===== config.mk =====
export PLATFORM = sky130hd
export DESIGN_NAME = scan_jump_segmenter
export DESIGN_NICKNAME = d
export VERILOG_FILES = /design/src/design/sjs_pkg.sv /design/src/design/scan_jump_segmenter.sv
export SDC_FILE = /design/constraint.sdc
export NUM_CORES = 2
export LEC_CHECK = 0
export ABC_AREA = 1
export BUFFER_PORTS_ARGS = -buffer_cell sky130_fd_sc_hd__buf_2
export CORE_MARGIN = 4
export CORE_UTILIZATION = 55
export DETAILED_ROUTE_END_ITERATION = 16
export HOLD_SLACK_MARGIN = 0.08
export PLACE_DENSITY = 0.74
export SLEW_MARGIN = 20
export SYNTH_ARGS = -nofsm -noshare
export SYNTH_HDL_FRONTEND = slang
export SYNTH_SLANG_ARGS = --single-unit

===== constraint.sdc =====
create_clock -name clk -period 7.1 [get_ports clk]
set_clock_uncertainty 0.2 [all_clocks]
set_input_delay 0.355 -clock clk [delete_from_list [all_inputs] [get_ports clk]]
set_output_delay 0.355 -clock clk [all_outputs]
set_load 0.02 [all_outputs]

===== src/design/sjs_pkg.sv =====
package sjs_pkg;

	localparam int MAX_SAMPLES_DEF  = 512;
	localparam int CORDIC_STEPS_DEF = 16;
	localparam int ATAN_ENTRIES     = 24;

	localparam int RANGE_W = 16;
	localparam int INDEX_W = 9;
	localparam int POS_W   = 17;
	localparam int COUNT_W = 9;
	localparam int CFG_W   = 16;
	localparam int CFG_IDX_W = 2;

	// CORDIC datapath: Q30 vectors and 1/2^32 turn angles, with headroom
	localparam int CW = 34;

	localparam logic [CFG_IDX_W-1:0] CFG_JUMP_THRESHOLD = 2'd0;
	localparam logic [CFG_IDX_W-1:0] CFG_START_ANGLE    = 2'd1;
	localparam logic [CFG_IDX_W-1:0] CFG_ANGLE_STEP     = 2'd2;

	localparam logic [CFG_W-1:0] JUMP_THRESHOLD_RST = 16'd200;
	localparam logic [CFG_W-1:0] START_ANGLE_RST    = 16'd0;
	localparam logic [CFG_W-1:0] ANGLE_STEP_RST     = 16'd182;

	localparam logic [CW-1:0]      CORDIC_GAIN = 34'd652032874;
	localparam logic [COUNT_W-1:0] COUNT_MAX   = 9'd511;
	localparam int                 POS_LIMIT   = 65535;

	function automatic logic [31:0] atan_entry(input logic [4:0] idx);
		logic [31:0] v;
		case (idx)
			5'd0:  v = 32'h20000000;
			5'd1:  v = 32'h12E4051E;
			5'd2:  v = 32'h09FB385B;
			5'd3:  v = 32'h051111D4;
			5'd4:  v = 32'h028B0D43;
			5'd5:  v = 32'h0145D7E1;
			5'd6:  v = 32'h00A2F61E;
			5'd7:  v = 32'h00517C55;
			5'd8:  v = 32'h0028BE53;
			5'd9:  v = 32'h00145F2F;
			5'd10: v = 32'h000A2F98;
			5'd11: v = 32'h000517CC;
			5'd12: v = 32'h00028BE6;
			5'd13: v = 32'h000145F3;
			5'd14: v = 32'h0000A2FA;
			5'd15: v = 32'h0000517D;
			5'd16: v = 32'h000028BE;
			5'd17: v = 32'h0000145F;
			5'd18: v = 32'h00000A30;
			5'd19: v = 32'h00000518;
			5'd20: v = 32'h0000028C;
			5'd21: v = 32'h00000146;
			5'd22: v = 32'h000000A3;
			5'd23: v = 32'h00000051;
			default: v = 32'h0;
		endcase
		return v;
	endfunction

endpackage


===== src/design/scan_jump_segmenter.sv =====
// Channel   Direction  Handshake            Payload
// in        request    in_valid/in_stall    range_mm, scan_end
// out       result     out_valid/out_stall  kind, nearest_index, nearest_range,
//                                           pos_x, pos_y, object_count, final_res
// cfg       write      cfg_we               cfg_index, cfg_data
//
// A request that closes no object and does not end the scan leaves the sequencer idle.
// A closing request steps through the sequencer in order: theta multiply,
// setup, one CORDIC rotation per cycle on the shared shift/add unit, quadrant fold,
// and two passes through the shared range multiplier. Scan end adds a summary result.
// in_stall is high while the sequencer is busy; a held result in the output
// register does not stall the next request until a new result has to be loaded.
// arst_n clears segmentation state and out_valid and resets configuration to its defaults.
module scan_jump_segmenter #(
	parameter int MAX_SAMPLES  = sjs_pkg::MAX_SAMPLES_DEF,
	parameter int CORDIC_STEPS = sjs_pkg::CORDIC_STEPS_DEF
) (
	input  logic                          clk,
	input  logic                          arst_n,
	input  logic                          in_valid,
	output logic                          in_stall,
	input  logic [sjs_pkg::RANGE_W-1:0]   range_mm,
	input  logic                          scan_end,
	output logic                          out_valid,
	input  logic                          out_stall,
	output logic                          kind,
	output logic [sjs_pkg::INDEX_W-1:0]   nearest_index,
	output logic [sjs_pkg::RANGE_W-1:0]   nearest_range,
	output logic signed [sjs_pkg::POS_W-1:0] pos_x,
	output logic signed [sjs_pkg::POS_W-1:0] pos_y,
	output logic [sjs_pkg::COUNT_W-1:0]   object_count,
	output logic                          final_res,
	input  logic                          cfg_we,
	input  logic [sjs_pkg::CFG_IDX_W-1:0] cfg_index,
	input  logic [sjs_pkg::CFG_W-1:0]     cfg_data
);
	import sjs_pkg::*;

	localparam int PW    = $clog2(MAX_SAMPLES);
	localparam int SW    = $clog2(CORDIC_STEPS);
	localparam int PRODW = RANGE_W + 1 + CW;

	localparam logic [PW-1:0] POS_LAST = PW'(MAX_SAMPLES - 1);
	localparam logic [SW-1:0] STEP_LAST = SW'(CORDIC_STEPS - 1);
	localparam logic signed [PRODW-1:0] ROUND_HALF = PRODW'(64'd1 << 29);
	localparam logic signed [PRODW-1:0] SAT_HI = PRODW'(POS_LIMIT);
	localparam logic signed [PRODW-1:0] SAT_LO = -PRODW'(POS_LIMIT);

	typedef enum logic [3:0] {
		ST_IDLE,
		ST_THETA,
		ST_INIT,
		ST_ROT,
		ST_QUAD,
		ST_MULX,
		ST_MULY,
		ST_EMIT_OBJ,
		ST_EMIT_SUM
	} state_t;

	state_t state_q;

	logic [CFG_W-1:0] thr_q, start_q, step_ang_q;

	logic [RANGE_W-1:0] prev_q, near_r_q;
	logic               inside_q;
	logic [PW-1:0]      near_p_q, sample_pos_q;
	logic [COUNT_W-1:0] count_q;

	logic [RANGE_W-1:0] job_range_q;
	logic [PW-1:0]      job_pos_q;
	logic               job_last_q;
	logic [COUNT_W-1:0] job_count_q;

	logic [15:0]          theta_q;
	logic [1:0]           quad_q;
	logic [SW-1:0]        step_q;
	logic signed [CW-1:0] x_q, y_q, z_q, cos_q, sin_q;
	logic signed [POS_W-1:0] px_q, py_q;

	logic                out_valid_q, kind_q, final_q;
	logic [INDEX_W-1:0]  idx_q;
	logic [RANGE_W-1:0]  rng_q;
	logic signed [POS_W-1:0] ox_q, oy_q;
	logic [COUNT_W-1:0]  cnt_q;

	logic               accept, out_free, out_load;
	logic [RANGE_W:0]   diff_dn, diff_up;
	logic               drop, rise, paired, open_obj, close_obj, prev_lower;
	logic [RANGE_W-1:0] upd_r;
	logic [PW-1:0]      upd_p;
	logic [COUNT_W-1:0] count_next;
	logic [PW+15:0]     theta_prod;
	logic [15:0]        theta_plus, resid;
	logic [1:0]         quad_c;
	logic               rot_pos;
	logic signed [CW-1:0] xs, ys, atan_v;
	logic signed [RANGE_W:0] mul_a;
	logic signed [CW-1:0]    mul_b;
	logic signed [PRODW-1:0] prod, rounded;
	logic signed [POS_W-1:0] coord;

	assign in_stall = (state_q != ST_IDLE);
	assign accept   = in_valid && !in_stall;
	assign out_free = !out_valid_q || !out_stall;
	assign out_load = out_free && (state_q inside {ST_EMIT_OBJ, ST_EMIT_SUM});

	always_comb begin
		diff_dn    = {1'b0, prev_q} - {1'b0, range_mm};
		diff_up    = {1'b0, range_mm} - {1'b0, prev_q};
		drop       = !diff_dn[RANGE_W] && (diff_dn[RANGE_W-1:0] > thr_q);
		rise       = !diff_up[RANGE_W] && (diff_up[RANGE_W-1:0] > thr_q);
		paired     = (sample_pos_q != '0);
		open_obj   = paired && !inside_q && drop;
		close_obj  = paired && inside_q && rise;
		prev_lower = (prev_q < near_r_q);
		upd_r      = prev_lower ? prev_q : near_r_q;
		upd_p      = prev_lower ? (sample_pos_q - PW'(1)) : near_p_q;
		count_next = (close_obj && (count_q < COUNT_MAX)) ? (count_q + COUNT_W'(1)) : count_q;

		theta_prod = job_pos_q * step_ang_q;
		theta_plus = theta_q + 16'h2000;
		quad_c     = theta_plus[15:14];
		resid      = theta_q - {quad_c, 14'h0};

		rot_pos = !z_q[CW-1];
		xs      = x_q >>> step_q;
		ys      = y_q >>> step_q;
		atan_v  = $signed({2'b00, atan_entry(5'(step_q))});

		mul_a   = $signed({1'b0, job_range_q});
		mul_b   = (state_q == ST_MULX) ? cos_q : sin_q;
		prod    = mul_a * mul_b;
		rounded = (prod + ROUND_HALF) >>> 30;
		if (rounded > SAT_HI) begin
			coord = POS_W'(SAT_HI);
		end else if (rounded < SAT_LO) begin
			coord = POS_W'(SAT_LO);
		end else begin
			coord = POS_W'(rounded);
		end
	end

	always_ff @(posedge clk or negedge arst_n) begin
		if (!arst_n) begin
			state_q      <= ST_IDLE;
			thr_q        <= JUMP_THRESHOLD_RST;
			start_q      <= START_ANGLE_RST;
			step_ang_q   <= ANGLE_STEP_RST;
			prev_q       <= '0;
			inside_q     <= 1'b0;
			near_r_q     <= '0;
			near_p_q     <= '0;
			sample_pos_q <= '0;
			count_q      <= '0;
			job_range_q  <= '0;
			job_pos_q    <= '0;
			job_last_q   <= 1'b0;
			job_count_q  <= '0;
			theta_q      <= '0;
			quad_q       <= '0;
			step_q       <= '0;
			x_q          <= '0;
			y_q          <= '0;
			z_q          <= '0;
			cos_q        <= '0;
			sin_q        <= '0;
			px_q         <= '0;
			py_q         <= '0;
			out_valid_q  <= 1'b0;
			kind_q       <= 1'b0;
			final_q      <= 1'b0;
			idx_q        <= '0;
			rng_q        <= '0;
			ox_q         <= '0;
			oy_q         <= '0;
			cnt_q        <= '0;
		end else begin
			if (cfg_we) begin
				case (cfg_index)
					CFG_JUMP_THRESHOLD: thr_q      <= cfg_data;
					CFG_START_ANGLE:    start_q    <= cfg_data;
					CFG_ANGLE_STEP:     step_ang_q <= cfg_data;
					default: ;
				endcase
			end

			if (out_valid_q && !out_stall && !out_load) begin
				out_valid_q <= 1'b0;
			end

			case (state_q)
				ST_IDLE: begin
					if (accept) begin
						prev_q      <= range_mm;
						job_last_q  <= scan_end;
						job_count_q <= count_next;
						job_range_q <= upd_r;
						job_pos_q   <= upd_p;
						if (scan_end) begin
							sample_pos_q <= '0;
							inside_q     <= 1'b0;
							near_r_q     <= '0;
							near_p_q     <= '0;
							count_q      <= '0;
						end else begin
							if (sample_pos_q < POS_LAST) begin
								sample_pos_q <= sample_pos_q + PW'(1);
							end
							count_q <= count_next;
							if (open_obj) begin
								inside_q <= 1'b1;
								near_r_q <= range_mm;
								near_p_q <= sample_pos_q;
							end else if (paired && inside_q) begin
								near_r_q <= upd_r;
								near_p_q <= upd_p;
								if (close_obj) begin
									inside_q <= 1'b0;
								end
							end
						end
						if (close_obj) begin
							state_q <= ST_THETA;
						end else if (scan_end) begin
							state_q <= ST_EMIT_SUM;
						end
					end
				end
				ST_THETA: begin
					theta_q <= start_q + theta_prod[15:0];
					state_q <= ST_INIT;
				end
				ST_INIT: begin
					quad_q  <= quad_c;
					x_q     <= $signed(CORDIC_GAIN);
					y_q     <= '0;
					z_q     <= CW'($signed({resid, 16'h0}));
					step_q  <= '0;
					state_q <= ST_ROT;
				end
				ST_ROT: begin
					if (rot_pos) begin
						x_q <= x_q - ys;
						y_q <= y_q + xs;
						z_q <= z_q - atan_v;
					end else begin
						x_q <= x_q + ys;
						y_q <= y_q - xs;
						z_q <= z_q + atan_v;
					end
					step_q <= step_q + SW'(1);
					if (step_q == STEP_LAST) begin
						state_q <= ST_QUAD;
					end
				end
				ST_QUAD: begin
					case (quad_q)
						2'd1: begin
							cos_q <= -y_q;
							sin_q <= x_q;
						end
						2'd2: begin
							cos_q <= -x_q;
							sin_q <= -y_q;
						end
						2'd3: begin
							cos_q <= y_q;
							sin_q <= -x_q;
						end
						default: begin
							cos_q <= x_q;
							sin_q <= y_q;
						end
					endcase
					state_q <= ST_MULX;
				end
				ST_MULX: begin
					px_q    <= coord;
					state_q <= ST_MULY;
				end
				ST_MULY: begin
					py_q    <= coord;
					state_q <= ST_EMIT_OBJ;
				end
				ST_EMIT_OBJ: begin
					if (out_free) begin
						out_valid_q <= 1'b1;
						kind_q      <= 1'b0;
						idx_q       <= INDEX_W'(job_pos_q);
						rng_q       <= job_range_q;
						ox_q        <= px_q;
						oy_q        <= py_q;
						cnt_q       <= '0;
						final_q     <= !job_last_q;
						state_q     <= job_last_q ? ST_EMIT_SUM : ST_IDLE;
					end
				end
				ST_EMIT_SUM: begin
					if (out_free) begin
						out_valid_q <= 1'b1;
						kind_q      <= 1'b1;
						idx_q       <= '0;
						rng_q       <= '0;
						ox_q        <= '0;
						oy_q        <= '0;
						cnt_q       <= job_count_q;
						final_q     <= 1'b1;
						state_q     <= ST_IDLE;
					end
				end
				default: state_q <= ST_IDLE;
			endcase
		end
	end

	assign out_valid     = out_valid_q;
	assign kind          = kind_q;
	assign nearest_index = idx_q;
	assign nearest_range = rng_q;
	assign pos_x         = ox_q;
	assign pos_y         = oy_q;
	assign object_count  = cnt_q;
	assign final_res     = final_q;

	a_scan_end_clears: assert property (@(posedge clk) disable iff (!arst_n)
		accept && scan_end |=> (sample_pos_q == '0) && !inside_q && (count_q == '0))
		else $error("scan end did not clear segmentation state");

	a_inside_has_pos: assert property (@(posedge clk) disable iff (!arst_n)
		inside_q |-> (sample_pos_q != '0))
		else $error("open object at sample position zero");

	a_summary_load: assert property (@(posedge clk) disable iff (!arst_n)
		(state_q == ST_EMIT_SUM) && out_free |=> out_valid && kind && final_res)
		else $error("summary result not loaded");

	a_object_not_last_of_scan: assert property (@(posedge clk) disable iff (!arst_n)
		(state_q == ST_EMIT_OBJ) && out_free && job_last_q |=> (state_q == ST_EMIT_SUM))
		else $error("summary skipped after closing object at scan end");

endmodule

---- Word level (Yosys, flattened, before mapping) ----
Memories as Yosys holds them, arrays and structs flattened.
Cells that the tools add are included.
storage, ports and cells
  register bits after elaboration ......... 444
  bits in latches ......................... 0
  RAM bits ................................ 0
  bits in read-only memories .............. 480
  input bits .............................. 40
  output and inout port bits .............. 72
  word-level logic and storage cells ...... 177
  memories kept ........................... 1
cells by class
  $add $sub $neg .......................... 18
  multiply operators ...................... 2
  divide/modulo/power cells ............... 0
  $lt $le $gt $ge ......................... 7
  equal/unequal tests ..................... 19
  shifts and indexed selects .............. 2
  muxes and demuxes ....................... 57
  bitwise gates (word level) .............. 0
  reductions and logical operators ........ 39
memory list
  memory            words  bits a word  read ports  clocked after memory_dff  write ports  line           text
  (name not given)  16     30           1           0                         0            sjs_pkg.sv:31  case (idx)
operator list
  kind                                                           count
  one-hot mux 34 bit (2 select lines)                            3
  one-hot mux 34 bit (3 select lines)                            2
  2-to-1 mux 34 bit                                              4
  2-to-1 mux 9 bit                                               11
  2-to-1 mux 16 bit                                              6
  2-to-1 mux 17 bit                                              5
  adder 34 bit                                                   2
  negation 34 bit                                                2
  one-hot mux 17 bit (2 select lines)                            2
  >>> shifter 34 x 4 -> 34 bit                                   2
  subtractor 34 bit                                              2
  adder 51 x 31 -> 51 bit (second input constant)                1
  multiplier 17 x 34 -> 51 bit                                   1
  one-hot mux 4 bit (9 select lines)                             1
  one-hot mux 9 bit (2 select lines)                             2
  adder 34 x 33 -> 34 bit                                        1
  subtractor 16 x 16 -> 17 bit                                   2
  subtractor 34 x 33 -> 34 bit                                   1
  > comparator 16 bit                                            2
  one-hot mux 16 bit (2 select lines)                            1
  2-to-1 mux 4 bit                                               7
  > comparator 21 x 17 -> 1 bit (second input constant)          1
  less-than comparator 21 x 17 -> 1 bit (second input constant)  1
  adder 9 x 1 -> 9 bit (second input constant)                   2
  other kinds (33)                                               80

---- Longest topological paths before layout ----
  depth in word-level cells ............... 8
  depth in mapped cells ................... 46
  gate-level depth less buffers ........... 43

---- Least setup slack after synthesis ----
OpenSTA, ideal clock, no wires.
  kind .................................... register to register
  from .................................... reg state_q[0]
  to ...................................... reg px_q[0]
  library setup time ...................... 0.117 ns
  arrival ................................. 7.432 ns
  data required time ...................... 6.783 ns
  path slack .............................. -0.648 ns
  stages on the path, launching flop included .. 39
  path buffers ............................ 3
  clock period less this slack ............ 7.748 ns
  cells stage by stage .................... dfrtp_1 > inv_2 > nor2_2 > nand2_1 > clkbuf_1 > inv_1 > clkbuf_1 > or2_2 > o21ai_1 > nor2_1 > fa_1 > fa_1 > inv_1 > fa_1 > fa_1 > inv_1 > fa_1 > inv_1 > [3 not listed] > inv_1 > nor3_1 > nor3b_1 > and2_1 > nand2_1 > nand2_1 > nand2_1 > nand2_1 > nand3_1 > nor2_1 > nand2_1 > nor2_1 > nor2_1 > nand3_2 > buf_4 > nand3_1 > nand2_1 > nand2_1
on the way
  cells in the longest elaborated chain, start to end .. 7
  elaborated cells on any way between the ends .. 8
  those cells by class .................... add/sub (1); mul (1); order compare (2); eq/ne (1); mux (3)
RTL lines
  element                                line                                                    text
  start: declaration                     scan_jump_segmenter.sv:61                               state_t state_q;
  start signal: assignment               scan_jump_segmenter.sv:296                              state_q <= job_last_q ? ST_EMIT_SUM : ST_IDLE;
  == test 4 x 3 -> 1 bit (*)             scan_jump_segmenter.sv:132, scan_jump_segmenter.sv:192
  2-to-1 mux 34 bit                      scan_jump_segmenter.sv:132                              mul_b = (state_q == ST_MULX) ? cos_q : sin_q;
  multiplier 17 x 34 -> 51 bit           scan_jump_segmenter.sv:133                              prod = mul_a * mul_b;
  adder 51 x 31 -> 51 bit                scan_jump_segmenter.sv:134                              rounded = (prod + ROUND_HALF) >>> 30;
  less-than comparator 21 x 17 -> 1 bit  scan_jump_segmenter.sv:137                              end else if (rounded < SAT_LO) begin
  2-to-1 mux 17 bit                      scan_jump_segmenter.sv:137
  2-to-1 mux 17 bit                      scan_jump_segmenter.sv:135                              if (rounded > SAT_HI) begin
  end signal: assignment                 scan_jump_segmenter.sv:279                              px_q <= coord;
  end: declaration                       scan_jump_segmenter.sv:79                               logic signed [POS_W-1:0] px_q, py_q;
Every way passes the cells marked *; elsewhere a longest branch is shown, timed or not.
A chain may end at the register's enable or synchronous reset.

---- Final worst setup path ----
  from .................................... reg state_q[0]
  to ...................................... reg px_q[9]
The elaborated chain is that of the path after synthesis.

==> results.cfg <==
[run_status]
outcome = finished with violations
violations = setup timing

[critical_path]
cp_common_cell = nand2_1
critPathSlowestCell = fa_1
path_class = flip-flop to flip-flop
cp-end-kind = flip-flop
worstPathArrival_ns = 7.99
cp-start-kind = flip-flop
critPathRequiredTime_ns = 7.43
cpPeakStageDelay_ns = 0.59
cp_max_fo = 16
crit_path_start = state_q[0]$_DFFE_PN0P_
rr_startpoint = state_q[0]$_DFFE_PN0P_

[cells_and_area]
fillers = 8996
multi_input_area_sq_mm = 0.0404
area_growth_pct = 14.9
drive_gt1_share_pct = 12.6
register_area_sq_mm = 0.0111
nets = 9188

[floorplan]
row_count = 117
dieHeight_um = 330
pin_count = 112
core_sq_mm = 0.102
die_w_um = 330
die_area_sq_mm = 0.109
start_util_pct = 55.7

[synthesis]
synth_top_area_share_pct = 21.0
yosysTopAreaCell = fa_1
yosysWarningCount = 0
syn_nets = 8845
yosysSeqAreaShare_pct = 19.5
ys_seq_elements = 444
synth-edff-count = 0
synth_flop_cell = dfrtp_1
synth_common_cells = nand2_1 (1845), inv_1 (1418), nor2_1 (686)
yosysUniqueCellTypes = 66
synth_most_common_cell = nand2_1
synth_area_sq_mm = 0.0570
async_reset_ff_share_pct = 100
synthCells = 7835
netlist_top_cells_area = fa_1 (21%), dfrtp_1 (19%), nand2_1 (12%)
syn_avg_cell_area_sq_um = 7.27

[clock_tree]
cts_sinks = 444
clk_pin_slew_ns = 0.06
clk_latency_ns = 0.70
clockBufferDepth = 3
h-tree-depth = 2
cts_buffers = 54
cts_tree = done
clockRootBuffer = clkbuf_16

[sta]
post-route-min-period_ns = 7.66
finalSetupTns_ns = -17.07
rsz0062_at_grt = yes
maxSlewViolCount = 0
max_slew_margin_pct = 27.5
period_share_pct = 108
hold_viol = 0
max_freq_ghz = 0.131
max_slew.worst_pin.slew_ns = 1.08
setup-violations-final = 34
worst_slack_ns = -0.560

[drt]
drc = 0
drt_iter0_drc = 5410
wl_um = 186000
ant_nets = 0
vias = 54068
drt_first_pass_iters = 7
wl_per_cell_um = 19.4
vias_per_cell = 5.63

[hold_path]
min_from = cfg_we
hp-class = input pin to flip-flop

[global_route]
grt_pass1_vias = 53810
grt_max_degree = 153
overflow = 0
grt_usage_pct = 34.0
antenna_found_initial = 8
grt_pass1_wl_um = 293000

[place]
hpwl_um = 146000
place.gp.congestion = 1.01
place.port_buffers = 111

[flow_run]
maxCapViolations = 0
[flip-flops by register name, indices dropped and copies added (netlist names), 16 cells and up]
signal and cells:
cos_q 34, sin_q 34, x_q 34, y_q 34, z_q 34, pos_x 17
pos_y 17, px_q 17, py_q 17, job_range_q 16, near_r_q 16, nearest_range 16
prev_q 16, start_q 16, step_ang_q 16, theta_q 16, thr_q 16
[worst max-delay path: cells and delay by family (launching register included)]
| family | cells | cell delay, ns |
|---|---|---|
| adder cells (fa/ha/maj) | 7 | 3.40 |
| AO/OA/AOI/OAI | 4 | 0.86 |
| AND/OR/NAND/NOR | 17 | 1.52 |
| buffers and inverters | 11 | 1.19 |
| flip-flops | 1 | 0.36 |
[area by class of cell]
cell class | instances | share of cell area [%]
antenna | 6 | 0.0229
clock buffer | 68 | 2.27
clock inverter | 33 | 0.623
inverter | 1457 | 8.43
multi-input combinational | 5617 | 61.7
sequential | 444 | 17.0
tap | 1368 | 2.61
timing repair buffer | 600 | 7.27
timing repair inverter | 4 | 0.0459
[stage by stage]
step           hold slack (ns)  cells  instance area (sq um)  worst slack, ns  util (%)
2_1_floorplan           -0.141   7835                  57400          0.00384         -
3_3_place_gp             0.209   9404                  61700           -0.602      60.3
3_5_place_dp             0.211   9404                  61700           -0.699      60.3
4_1_cts                  0.250   9572                  64600           -0.518      63.2
5_1_grt                  0.209   9592                  65500           -0.955      64.0
6_report                 0.164   9597                  65500           -0.560      64.0
[placed cells by master (no fill, tap or decap), types with 17 or more instances in the layout]
cell type,count
nand2_1,1798
inv_1,1396
nor2_1,628
fa_1,592
o21ai_0,557
dfrtp_1,432
buf_4,408
ha_1,340
a21oi_1,286
nand3_1,218
xor2_1,180
o21ai_1,122
buf_2,110
o22ai_1,82
xnor2_1,72
nand4_1,58
clkbuf_16,54
nand2_2,53
nor3_1,51
mux2i_1,45
nor2_2,45
dlygate4sd3_1,43
inv_2,35
or2_2,35
o211ai_1,31
a21oi_2,31
ha_4,31
buf_12,29
a31oi_1,28
nor2_4,27
nor4_1,24
a221oi_1,23
o221ai_1,23
a211oi_1,18
a21o_1,17
[path summary, 6_finish.rpt]
| kind | to | cells past startpoint | slack, ns |
|---|---|---|---|
| max | px_q[9]$_DFFE_PN0P_ | 39 | -0.56 |
| min | step_ang_q[1]$_DFFE_PN1P_ | 3 | 0.16 |
| max reg2reg | px_q[9]$_DFFE_PN0P_ | 39 | -0.56 |
| min reg2reg | px_q[11]$_DFFE_PN0P_ | 2 | 0.28 |
| max in group asynchronous | pos_x[10]$_DFFE_PN0P_ | 4 | 4.83 |
| min in group asynchronous | step_ang_q[8]$_DFFE_PN0P_ | 3 | 0.53 |
[repair_timing]
action,in CTS,in global routing
gates resized for setup,91,153
buffers inserted,17,19
endpoints found under the setup margin,34,34
cloned,6,0
endpoints found under the hold margin,213,0
hold buffers,44,0
pin swaps,25,59
[per-layer routing]
layer | GRT usage, % | share of wire, % | up-vias
met5 | 0 | 0.020 | -
met4 | 12.3 | 4.1 | 6
met3 | 6.50 | 8.9 | 451
met2 | 54.9 | 46 | 2395
met1 | 45.9 | 41 | 25958
li1 | - | - | 25258
[cells by family (layout without fill, tap and decap cells)]
logic type | after synthesis | count (layout) | share of synthesized area [%]
and+or+nand+nor | 3007 | 3008 | 21.5
buffers and inverters | 1775 | 2162 | 12.0
AOI/OAI and AO/OA | 1339 | 1339 | 13.1
adders and majority gates | 970 | 970 | 29.2
DFF | 444 | 444 | 19.5
xor gates and xnor gates | 253 | 253 | 3.89
muxes | 47 | 47 | 0.839
other | 0 | 6 | 0
Power is left out: the tool's default activity adds up to more than one toggle a clock period on the data nets, which glitch-free logic cannot reach.
